**src/rtl/asvm_pkg.sv**
```systemverilog
package asvm_pkg;

	// input transaction: mode selects tick or one of the set-point writes
	typedef struct packed {
		logic [1:0]  mode;
		logic [23:0] value;
	} in_item_t;

	// result transaction of a publishing tick
	typedef struct packed {
		logic [15:0] speed_out;
		logic [15:0] voltage_out;
		logic [23:0] current_out;
	} out_item_t;

	// input modes
	localparam logic [1:0] MODE_TICK       = 2'd0;
	localparam logic [1:0] MODE_SET_TARGET = 2'd1;
	localparam logic [1:0] MODE_SET_ENABLE = 2'd2;
	localparam logic [1:0] MODE_SET_LOAD   = 2'd3;

	// register indexes on the configuration port
	localparam logic [2:0] REG_RAMP_STEP = 3'd0;
	localparam logic [2:0] REG_CUT_IN    = 3'd1;
	localparam logic [2:0] REG_RATED     = 3'd2;
	localparam logic [2:0] REG_REST_V    = 3'd3;
	localparam logic [2:0] REG_REG_V     = 3'd4;

	// register reset values
	localparam logic [15:0] RAMP_STEP_RST = 16'd20;
	localparam logic [15:0] CUT_IN_RST    = 16'd800;
	localparam logic [15:0] RATED_RST     = 16'd6000;
	localparam logic [15:0] REST_V_RST    = 16'd12600;
	localparam logic [15:0] REG_V_RST     = 16'd14200;

	// millivolts per milliohm to milliamps
	localparam logic [15:0] CUR_SCALE = 16'd1000;

	// serial multiply-divide unit sizes
	localparam int MD_A_W    = 16;
	localparam int MD_B_W    = 16;
	localparam int MD_D_W    = 24;
	localparam int MD_P_W    = MD_A_W + MD_B_W;
	localparam int MD_CNT_W  = $clog2(MD_P_W);

	// control sequencer of the top level
	typedef enum logic [2:0] {
		ST_IDLE,
		ST_VOLT,
		ST_VWAIT,
		ST_CUR,
		ST_CWAIT,
		ST_PUB
	} ctrl_state_t;

	// phases of the multiply-divide unit
	typedef enum logic [1:0] {
		MD_IDLE,
		MD_MUL,
		MD_DIV
	} md_phase_t;

	// request to the multiply-divide unit: q = a*b/d
	typedef struct packed {
		logic              start;
		logic [MD_A_W-1:0] a;
		logic [MD_B_W-1:0] b;
		logic [MD_D_W-1:0] d;
	} md_req_t;

	// response: one-cycle done with the quotient
	typedef struct packed {
		logic              done;
		logic [MD_P_W-1:0] q;
	} md_rsp_t;

endpackage

```
**src/rtl/asvm_muldiv.sv**
```systemverilog
// bit-serial unsigned a*b/d: shift-add multiply, then restoring long division
module asvm_muldiv (
	input  logic              clk,
	input  logic              arst_n,
	input  asvm_pkg::md_req_t req,
	output asvm_pkg::md_rsp_t rsp
);

	localparam int PW = asvm_pkg::MD_P_W;
	localparam int DW = asvm_pkg::MD_D_W;
	localparam int BW = asvm_pkg::MD_B_W;
	localparam int CW = asvm_pkg::MD_CNT_W;
	localparam logic [CW-1:0] MUL_LAST = CW'(BW - 1);
	localparam logic [CW-1:0] DIV_LAST = CW'(PW - 1);

	asvm_pkg::md_phase_t phase_q, phase_d;
	logic [CW-1:0] cnt_q;
	logic [PW-1:0] mcand_q;
	logic [BW-1:0] mplier_q;
	logic [PW-1:0] acc_q;
	logic [DW-1:0] dsor_q;
	logic [DW-1:0] rem_q;
	logic          done_q;

	logic [DW:0]   rem_n;
	logic          rem_ge;

	// one division step: bring down the next dividend bit and try subtracting
	assign rem_n  = {rem_q, acc_q[PW-1]};
	assign rem_ge = (rem_n >= {1'b0, dsor_q});

	// phase sequencing
	always_comb begin
		phase_d = phase_q;
		case (phase_q)
			asvm_pkg::MD_IDLE: begin
				if (req.start) phase_d = asvm_pkg::MD_MUL;
			end
			asvm_pkg::MD_MUL: begin
				if (cnt_q == MUL_LAST) phase_d = asvm_pkg::MD_DIV;
			end
			asvm_pkg::MD_DIV: begin
				if (cnt_q == DIV_LAST) phase_d = asvm_pkg::MD_IDLE;
			end
			default: phase_d = asvm_pkg::MD_IDLE;
		endcase
	end

	always_ff @(posedge clk or negedge arst_n) begin
		if (!arst_n) begin
			phase_q <= asvm_pkg::MD_IDLE;
			cnt_q   <= '0;
			done_q  <= 1'b0;
		end else begin
			phase_q <= phase_d;
			done_q  <= (phase_q == asvm_pkg::MD_DIV) && (cnt_q == DIV_LAST);
			if (phase_q != phase_d) cnt_q <= '0;
			else if (phase_q != asvm_pkg::MD_IDLE) cnt_q <= cnt_q + 1'b1;
		end
	end

	// operand and accumulator shift registers
	always_ff @(posedge clk) begin
		case (phase_q)
			asvm_pkg::MD_IDLE: begin
				if (req.start) begin
					mcand_q  <= {{(PW - asvm_pkg::MD_A_W){1'b0}}, req.a};
					mplier_q <= req.b;
					dsor_q   <= req.d;
					acc_q    <= '0;
					rem_q    <= '0;
				end
			end
			asvm_pkg::MD_MUL: begin
				if (mplier_q[0]) acc_q <= acc_q + mcand_q;
				mcand_q  <= {mcand_q[PW-2:0], 1'b0};
				mplier_q <= {1'b0, mplier_q[BW-1:1]};
			end
			asvm_pkg::MD_DIV: begin
				// the remainder stays below the divisor, so it fits the divisor width
				rem_q <= rem_ge ? DW'(rem_n - {1'b0, dsor_q}) : rem_n[DW-1:0];
				acc_q <= {acc_q[PW-2:0], rem_ge};
			end
			default: ;
		endcase
	end

	assign rsp.done = done_q;
	assign rsp.q    = acc_q;

endmodule
```
**config.mk**
```make
export PLATFORM = sky130hd
export DESIGN_NAME = asvm_muldiv
export DESIGN_NICKNAME = d
export VERILOG_FILES = /design/src/rtl/asvm_pkg.sv /design/src/rtl/asvm_muldiv.sv
export SDC_FILE = /design/constraint.sdc
export NUM_CORES = 1
export LEC_CHECK = 0
export BUFFER_PORTS_ARGS = -buffer_cell sky130_fd_sc_hd__buf_2
export CORE_AREA = 2 2 149 151
export CTS_CLUSTER_DIAMETER = 120
export DETAILED_ROUTE_END_ITERATION = 10
export DIE_AREA = 0 0 151 153
export GPL_ROUTABILITY_DRIVEN = 1
export GPL_TIMING_DRIVEN = 0
export PLACE_DENSITY = 0.56
export SYNTH_ARGS = -nofsm -noshare
export SYNTH_HDL_FRONTEND = slang
export SYNTH_SLANG_ARGS = --single-unit
```
**constraint.sdc**
```tcl
create_clock -name clk -period 9.7 [get_ports clk]
set_clock_uncertainty 0.15 [all_clocks]
set_input_delay 0.97 -clock clk [delete_from_list [all_inputs] [get_ports clk]]
set_output_delay 0.97 -clock clk [all_outputs]
set_load 0.05 [all_outputs]
```
==> results of run 1 <==
[per-stage QoR]
| step | utilization [%] | area, um2 | hold slack [ns] | cells |
|---|---|---|---|---|
| 2_1_floorplan | - | 8440 | 0.347 | 789 |
| 3_3_place_gp | 43.0 | 9240 | 0.374 | 1160 |
| 3_5_place_dp | 43.4 | 9330 | 0.372 | 1165 |
| 4_1_cts | 46.2 | 9920 | 0.210 | 1197 |
| 5_1_grt | 46.2 | 9920 | 0.227 | 1197 |
| 6_report | 46.2 | 9920 | 0.218 | 1198 |
[kinds of logic after synthesis]
kind of cell               after synthesis  synth area share, %
buffers and inverters                   79                 3.71
xor gates and xnor gates                49                 5.09
muxes                                   48                 6.14
DFF                                    136                 47.9
adders and majority gates               64                 9.67
and+or+nand+nor                        212                 12.1
AOI/OAI and AO/OA                      201                 15.4
[synthesized netlist by cell type (all sizes together) (21+ instances only)]
master,number
nor2b,22
inv,45
ha,62
edfxtp,128
mux2,30
clkbuf,27
o21ai,47
nand2,56
xor2,21
a21oi,51
xnor2,28
nor2,59
and2,22
[routing by layer]
metal | GRT usage (%) | up-vias | part of all wire, %
met5 | 0 | - | 0
met4 | 5.79 | 0 | 1.5
met3 | 3.55 | 19 | 4.1
met2 | 27.8 | 113 | 47
met1 | 22.7 | 2925 | 47
li1 | - | 3157 | -
[state kept, by name, summed over array words and instances, names as in the netlist]
name      flops
dsor_q       24
cnt_q         5
rem_q        24
acc_q        32
done_q        1
phase_q       2
mcand_q      32
mplier_q     16
[worst register-to-register path: cells and delay by family, from the launching register on]
| family | cells | cell delay [ns] |
|---|---|---|
| and+or+nand+nor | 3 | 0.82 |
| AOI/OAI and AO/OA | 6 | 1.24 |
| adders and majority gates | 2 | 0.67 |
| DFF | 1 | 0.44 |
[final cells by class]
class                      instances  area [um2]  share of cell area (%)
sequential                       136        4040                    40.8
tap                              280         350                    3.53
timing repair buffer              96         524                    5.29
clock inverter                    11         124                    1.25
antenna                            1        2.50                  0.0252
clock buffer                      21         460                    4.64
multi-input combinational        574        4100                    41.3
inverter                          45         169                    1.70
buffer                            34         144                    1.45
[worst min-delay path by stage]
| stage | start | end | slack (ns) | cells after the start |
|---|---|---|---|---|
| floorplan | cnt_q[3]$_DFFE_PN0P_ | cnt_q[3]$_DFFE_PN0P_ | 0.35 | 2 |
| global placement | cnt_q[4]$_DFFE_PN0P_ | cnt_q[4]$_DFFE_PN0P_ | 0.37 | 2 |
| detailed placement | cnt_q[3]$_DFFE_PN0P_ | cnt_q[3]$_DFFE_PN0P_ | 0.37 | 2 |
| CTS | arst_n | done_q$_DFF_PN0_ | 0.21 | 1 |
| global route | arst_n | done_q$_DFF_PN0_ | 0.23 | 1 |
| finish | arst_n | done_q$_DFF_PN0_ | 0.22 | 1 |
[power by group through the flow]
stage	sequential, mW	combinational (mW)	clock (mW)
2_1_floorplan	0.697	0.123	0
3_3_place_gp	0.695	0.176	0
5_1_grt	0.681	0.203	0.687
6_report	0.678	0.181	0.652
3_5_place_dp	0.690	0.182	0
4_1_cts	0.679	0.183	0.666
==> run summary, run 1 <==
The run finished with clean final reports. The worst setup path is launched from a register. The maximum clock frequency came out at 279 MHz. The combined buffer and inverter count along the critical path came out at 0. The required time at the worst-slack endpoint is 9.72 ns.

The number of design rule violations left after detail routing came out at 0. The post-layout total power is 1.51 mW. After detailed routing, the number of vias per cell comes to 5.19. The top cell type by area accounts for 45.6% of the synthesized area.

The per-cell routed wire length came out at 15.9 um. The critical path's largest stage delay came out at 0.44 ns. The category of cells accounting for the largest share of critical-path delay is compound AO/OA/AOI/OAI gates. The average footprint of a synthesized cell is 10.7 um2.

Routability-driven placement finished with a final weighted congestion of 0.876. The CTS tree is done. The initial antenna violation count came out at 1. The core area came out at 21500 um2.

The startpoint identified for the worst register-to-register timing path is acc_q[0]$_DFFE_PP_. For the final routed database, the setup TNS stands at 0 ns. The clock reaches the later pin of the worst-skew pair after 0.43 ns. Setup slack on the critical path of the routed design comes to 6.12 ns. The count of nets left with antenna violations after detail routing came out at 0. The reported leakage power is 4.19 nW. The logic depth of the worst register-to-register path is 11. The reg-to-reg endpoint is acc_q[28]$_DFFE_PP_. The number of pins with negative max-slew slack in the final report is 0. STA classifies the critical path endpoint as a register. The cell repeated most along the worst path is a21oi_1.

By startpoint and endpoint, the worst setup path is classified as register to register. The total via count after detailed routing came out at 6214. The violation count after the first detailed-routing iteration is 315. The number of detailed-routing iterations run before antenna repair came out at 5.

In the final layout, the share of cells above drive strength 1 is 18.2%. Summed over all layers, the global routing overflow is 0. Sequential cells burn 44.9% of the power. During placement, the flow inserted port buffers numbering 91. The net count of the finished layout is 1027.

The count of flip-flops with a built-in enable after synthesis came out at 128. The async set-or-reset flop fraction in the synthesized netlist came out at 5.88%. The share of the clock period used by the worst path after layout is 36.9%. Of all nets on the critical path, the largest fanout is 3. The dominant register cell in the synthesized netlist is edfxtp_1. The count of boundary I/O pins is 92.

The worst slack at placement came out at 6.15 ns. The total count of hold-check failures in the final report is 0. The full die area came out at 23100 um2. Of the total power, the share spent switching nets is 24.8%.

The areal power density over the cells came out at 152 nW/um2. The post-synthesis sequential area ratio is 47.9%. At the pin with the least slew margin, the transition time is 1.03 ns.

The library cell used most frequently in the layout, excluding fill and tap cells, is edfxtp_1. The number of buffers inserted to repair setup after CTS is 0. The min-delay analysis places its worst path in the category primary input to asynchronous set/reset pin. Setup repair after global routing left no endpoint under its margin. From bottom edge to top edge, the die measures 153 um. The clock input transition at the sequential cells of the worst setup and hold paths is 0.06 ns. The largest vdd supply drop came out at 0.0927 mV.

The relative slew slack came out at 31.2%. After technology mapping, the gate count stands at 789. The combinational group share of total power came out at 12.0%. The data arrival time of the critical path is 3.60 ns. The largest buffer count on any clock path came out at 2. The signal on the critical path passes through ha_1, fa_1, a21oi_1, o211ai_1, a21oi_1, a2111oi_1, nor3_1, o21a_1, o31ai_1, nor4bb_1, or3_1. The final layout contains routed wiring with a total length of 19100 um. The slowest library cell on the worst path is edfxtp_1.

Counting every net in the synthesized netlist gives 912. The filler cells instantiated in the layout total 2072. The clock net sink count is 136. The wire-length estimate of the detail-placed layout is 14100 um. The total clock buffers created by CTS is 17. The number of global-route vias before repair came out at 6235. The critical path endpoint is acc_q[28]$_DFFE_PP_. For this design the total switching power over the nets is 0.375 mW. The area added between synthesis and finish came out at 17.6%. The largest area contributor in the synthesized netlist is edfxtp_1. The internal power consumption came out at 1.14 mW. Once the floorplan was initialized, standard cells occupied 39.3% of the core. In the layout the commonest cells are 128 x edfxtp_1, 92 x buf_2, 62 x ha_1, 59 x nor2_1, 56 x nand2_1. The total number of placement rows came out at 54.

The register-to-register setup slack came out at 6.12 ns. The final critical-path required period came out at 3.58 ns. The count of final setup violators came out at 0. The number of buffers added to fix hold violations after cts is 0. The post-synthesis instance area came out at 8440 um2. The overall die width came out at 151 um.

The count of distinct cell types in the synthesized netlist is 59. Clock tree synthesis selected as its root buffer the cell clkbuf_16. The critical path startpoint is acc_q[0]$_DFFE_PP_. Yosys printed 0 warnings. The quantity of gates resized following cts is 0. The global router's overall resource usage came out at 17.1%. The post-synthesis register bit count is 136.

The number of gates on the worst path with buffers counted is 11. The clock network fraction of total power is 43.2%. The H-tree generated during clock tree synthesis spans 4 levels.

Entering global routing, the biggest net connects 30 pins. In the post-synthesis netlist, the biggest area contributors are edfxtp_1 46%, ha_1 9.2%, mux2_2 4.0%. Max-cap violations in this run came to 0.

The first-pass GRT wire length came out at 31100 um.
Power figures use the tool's default switching activity.
==> run 2: changes to the inputs <==
Settings changed: PLACE_DENSITY 0.56 to 0.58.
Clock period 9.7 ns to 3.2 ns, I/O delays scaled along.
==> run 2 against run 1 <==
  * Critical path depth unchanged
  * Global-route usage grew 0.054 points
  * Clock-buffer cell count is 3 lower
  * Critical path type unchanged
  * Largest power group is now clock
==> run summary, run 2 (synthesized netlist as in run 1, its figures left out) <==
The number of global-route vias before repair is 6319 (was 6235). The placer congestion estimate is 0.874 (was 0.876). The count of buffers inserted at the top-level ports is 91 (unchanged). The clock input transition at the sequential cells of the worst setup and hold paths came out at 0.06 ns (about the same). The count of nets left with antenna violations after detail routing came out at 0 (unchanged). The total count of hold-check failures in the final report came to 0 (unchanged). Registers with the highest flip-flop counts: acc_q x32, mcand_q x32 (unchanged). The total negative slack came out at 0 ns (unchanged). The required time at the worst-slack endpoint is 3.22 ns (was 9.72 ns).

The final critical-path required period is 3.15 ns (was 3.58 ns). The CTS tree is done (unchanged). The initial antenna violation count came out at 1 (unchanged).

The number of detailed-routing iterations run before antenna repair is 5 (unchanged). The average vias per placed instance came out at 5.19 (about the same). The pin count of the biggest net entering global routing is 31 (was 30). The data arrival time of the critical path came to 3.17 ns (was 3.60 ns). The count of final setup violators came out at 0 (unchanged). The total number of placement rows is 54 (unchanged). The non-filler instance count after layout came out at 1235 (was 1198). The reported leakage power came out at 4.44 nW (was 4.19 nW). The most frequent standard cell in the layout excluding fill and tap cells was edfxtp_1 (unchanged).

The critical path startpoint category is a register (unchanged). The relative slew slack is 34.0% (was 31.2%). The transition time at the pin with the least slew margin is 0.989 ns (was 1.03 ns). The logic depth of the worst register-to-register path is 11 (unchanged). The largest buffer count on any clock path came out at 2 (unchanged). The count of boundary I/O pins came out at 92 (unchanged). The max-cap violation count is 0 (unchanged). The insertion delay to the later sink of the worst-skew pair is 0.42 ns (was 0.43 ns). The share of the clock period used by the worst path after layout came out at 98.4% (was 36.9%). The die span in y is 153 um (unchanged).

The total via count after detailed routing came to 6407 (was 6214). The worst slack at placement is -0.194 ns (was 6.15 ns). The per-cell routed wire length came out at 16.0 um (was 15.9 um).

The maximum clock frequency came to 318 MHz (was 279 MHz). The violation count after the first detailed-routing iteration is 337 (was 315). The largest driver fanout on the critical path is 3 (unchanged). The net count of the finished layout came out at 1064 (was 1027). The core area came out at 21500 um2 (unchanged). The placed wire-length estimate after detailed placement is 14100 um (about the same). The element type at the critical path end is a register (unchanged). The number of pins with negative max-slew slack in the final report is 0 (unchanged).

The areal power density over the cells is 467 nW/um2 (was 152 nW/um2). The count of placed standard cells including taps was 1163 (was 1165). The total clock buffers created by CTS came to 17 (unchanged). The number of H-tree levels is 4 (unchanged). The reg-to-reg endpoint is acc_q[28]$_DFFE_PP_ (unchanged). The number of design rule violations left after detail routing is 0 (unchanged). Most frequent cells in the layout: 128 x edfxtp_1, 91 x buf_2, 58 x ha_1, 57 x nor2_1, 56 x nand2_1 (was 128 x edfxtp_1, 92 x buf_2, 62 x ha_1, 59 x nor2_1, 56 x nand2_1).

The least setup slack across all paths after layout was 0.0524 ns (was 6.12 ns). Status: complete, no violations (unchanged). The overall die width is 151 um (unchanged).

The global router's overall resource usage is 17.2% (was 17.1%). The critical path endpoint was acc_q[28]$_DFFE_PP_ (unchanged). The critical path startpoint was acc_q[0]$_DFFE_PP_ (unchanged). The largest vdd supply drop came to 0.309 mV (was 0.0927 mV).

The ratio of cells with drive above 1 in the final layout came out at 21.7% (was 18.2%). The first-pass GRT wire length came out at 31100 um (about the same). The buffer type at the clock tree root was clkbuf_16 (unchanged).

The overflow left after global routing came out at 0 (unchanged). RSZ-0062 raised after global routing: yes (was no). The area added between synthesis and finish came out at 25.4% (was 17.6%). The full die area came out at 23100 um2 (unchanged).

The register-to-register setup slack is 0.05 ns (was 6.12 ns). The aggregate routed wire length came out at 19700 um (was 19100 um). The classification of the worst-slack hold path is primary input to register (was primary input to asynchronous set/reset pin). The beginning of the worst register-to-register path was acc_q[0]$_DFFE_PP_ (unchanged). The effective utilization at floorplan came to 39.3% (unchanged). The worst hold path startpoint is req[39]. The clock net sink count came out at 136 (unchanged).

The critical path class is register to register (unchanged).
==> run 2: changes by cell type in the layout (fill, tap and decap cells not counted), sizes merged <==
cell	delta
buf	+15
bufinv	+4
clkbuf	-6
clkinv	-3
clkinvlp	-1
dlygate4sd3	+25
inv	+3
==> run 2: cell type report <==
class,count,area [um2]
Clock buffer,18,429
Multi-Input combinational cell,574,4300
Tap cell,280,350
Timing Repair Buffer,136,903
Fill cell,2007,10900
Inverter,45,169
Sequential cell,136,4040
Buffer,31,143
Clock inverter,14,243
Antenna cell,1,2.50
==> run 2: repair_timing <==
action	4_1_cts	5_1_grt
hold endpoints to repair	32	0
endpoints found under the setup margin	26	33
hold buffers	25	0
gates resized for setup	17	21
cloned	2	0
pin swaps	5	10
setup buffers	8	7
==> run 2: per-stage QoR <==
| stage | cell area (um2) | util, % | hold slack, ns | power [mW] |
|---|---|---|---|---|
| 2_1_floorplan | 8460 | - | -0.126 | 2.48 |
| 3_3_place_gp | 9270 | 43.1 | 0.0226 | 2.63 |
| 3_5_place_dp | 9350 | 43.5 | 0.0237 | 2.65 |
| 4_1_cts | 10400 | 48.5 | 0.0218 | 4.97 |
| 5_1_grt | 10600 | 49.3 | 0.0204 | 5.12 |
| 6_report | 10600 | 49.3 | 0.0385 | 4.94 |
==> run 2: report_power, final <==
| group | switching (mW) | internal (mW) | total (mW) |
|---|---|---|---|
| Sequential | 0.0309 | 2.03 | 2.06 |
| Combinational | 0.342 | 0.274 | 0.616 |
| Clock | 0.799 | 1.47 | 2.27 |
| Total | 1.17 | 3.77 | 4.94 |
==> run 2: how the worst min path moves through the flow <==
| stage | to | depth (start not counted) | slack (ns) |
|---|---|---|---|
| 6_report | mplier_q[15]$_SDFFCE_PP0P_ | 2 | 0.04 |
| 5_1_grt | mcand_q[14]$_DFFE_PP_ | 2 | 0.02 |
| 3_5_place_dp | done_q$_DFF_PN0_ | 1 | 0.02 |
| 2_1_floorplan | cnt_q[0]$_DFFE_PN0P_ | 0 | -0.13 |
| 3_3_place_gp | done_q$_DFF_PN0_ | 1 | 0.02 |
| 4_1_cts | mplier_q[15]$_SDFFCE_PP0P_ | 2 | 0.02 |
==> run 2: worst max-delay path: stages, from the launching register on <==
cell and delay (ns):
edfxtp_1 0.47, ha_4 0.21, fa_2 0.37, a21oi_4 0.18, o211ai_1 0.15, a21oi_2 0.28
a2111oi_4 0.13, nor3_2 0.19, o21a_1 0.20, o31ai_2 0.08, nor4bb_1 0.15, or3_1 0.34
==> run 2: routing by layer <==
metal  vias up  GRT usage, %  part of all wire, %
met5         -             0                    0
met4         0          5.65                  1.4
met3        20          4.21                  4.3
met2       141          28.3                   47
met1      3024          22.1                   47
li1       3222             -                    -
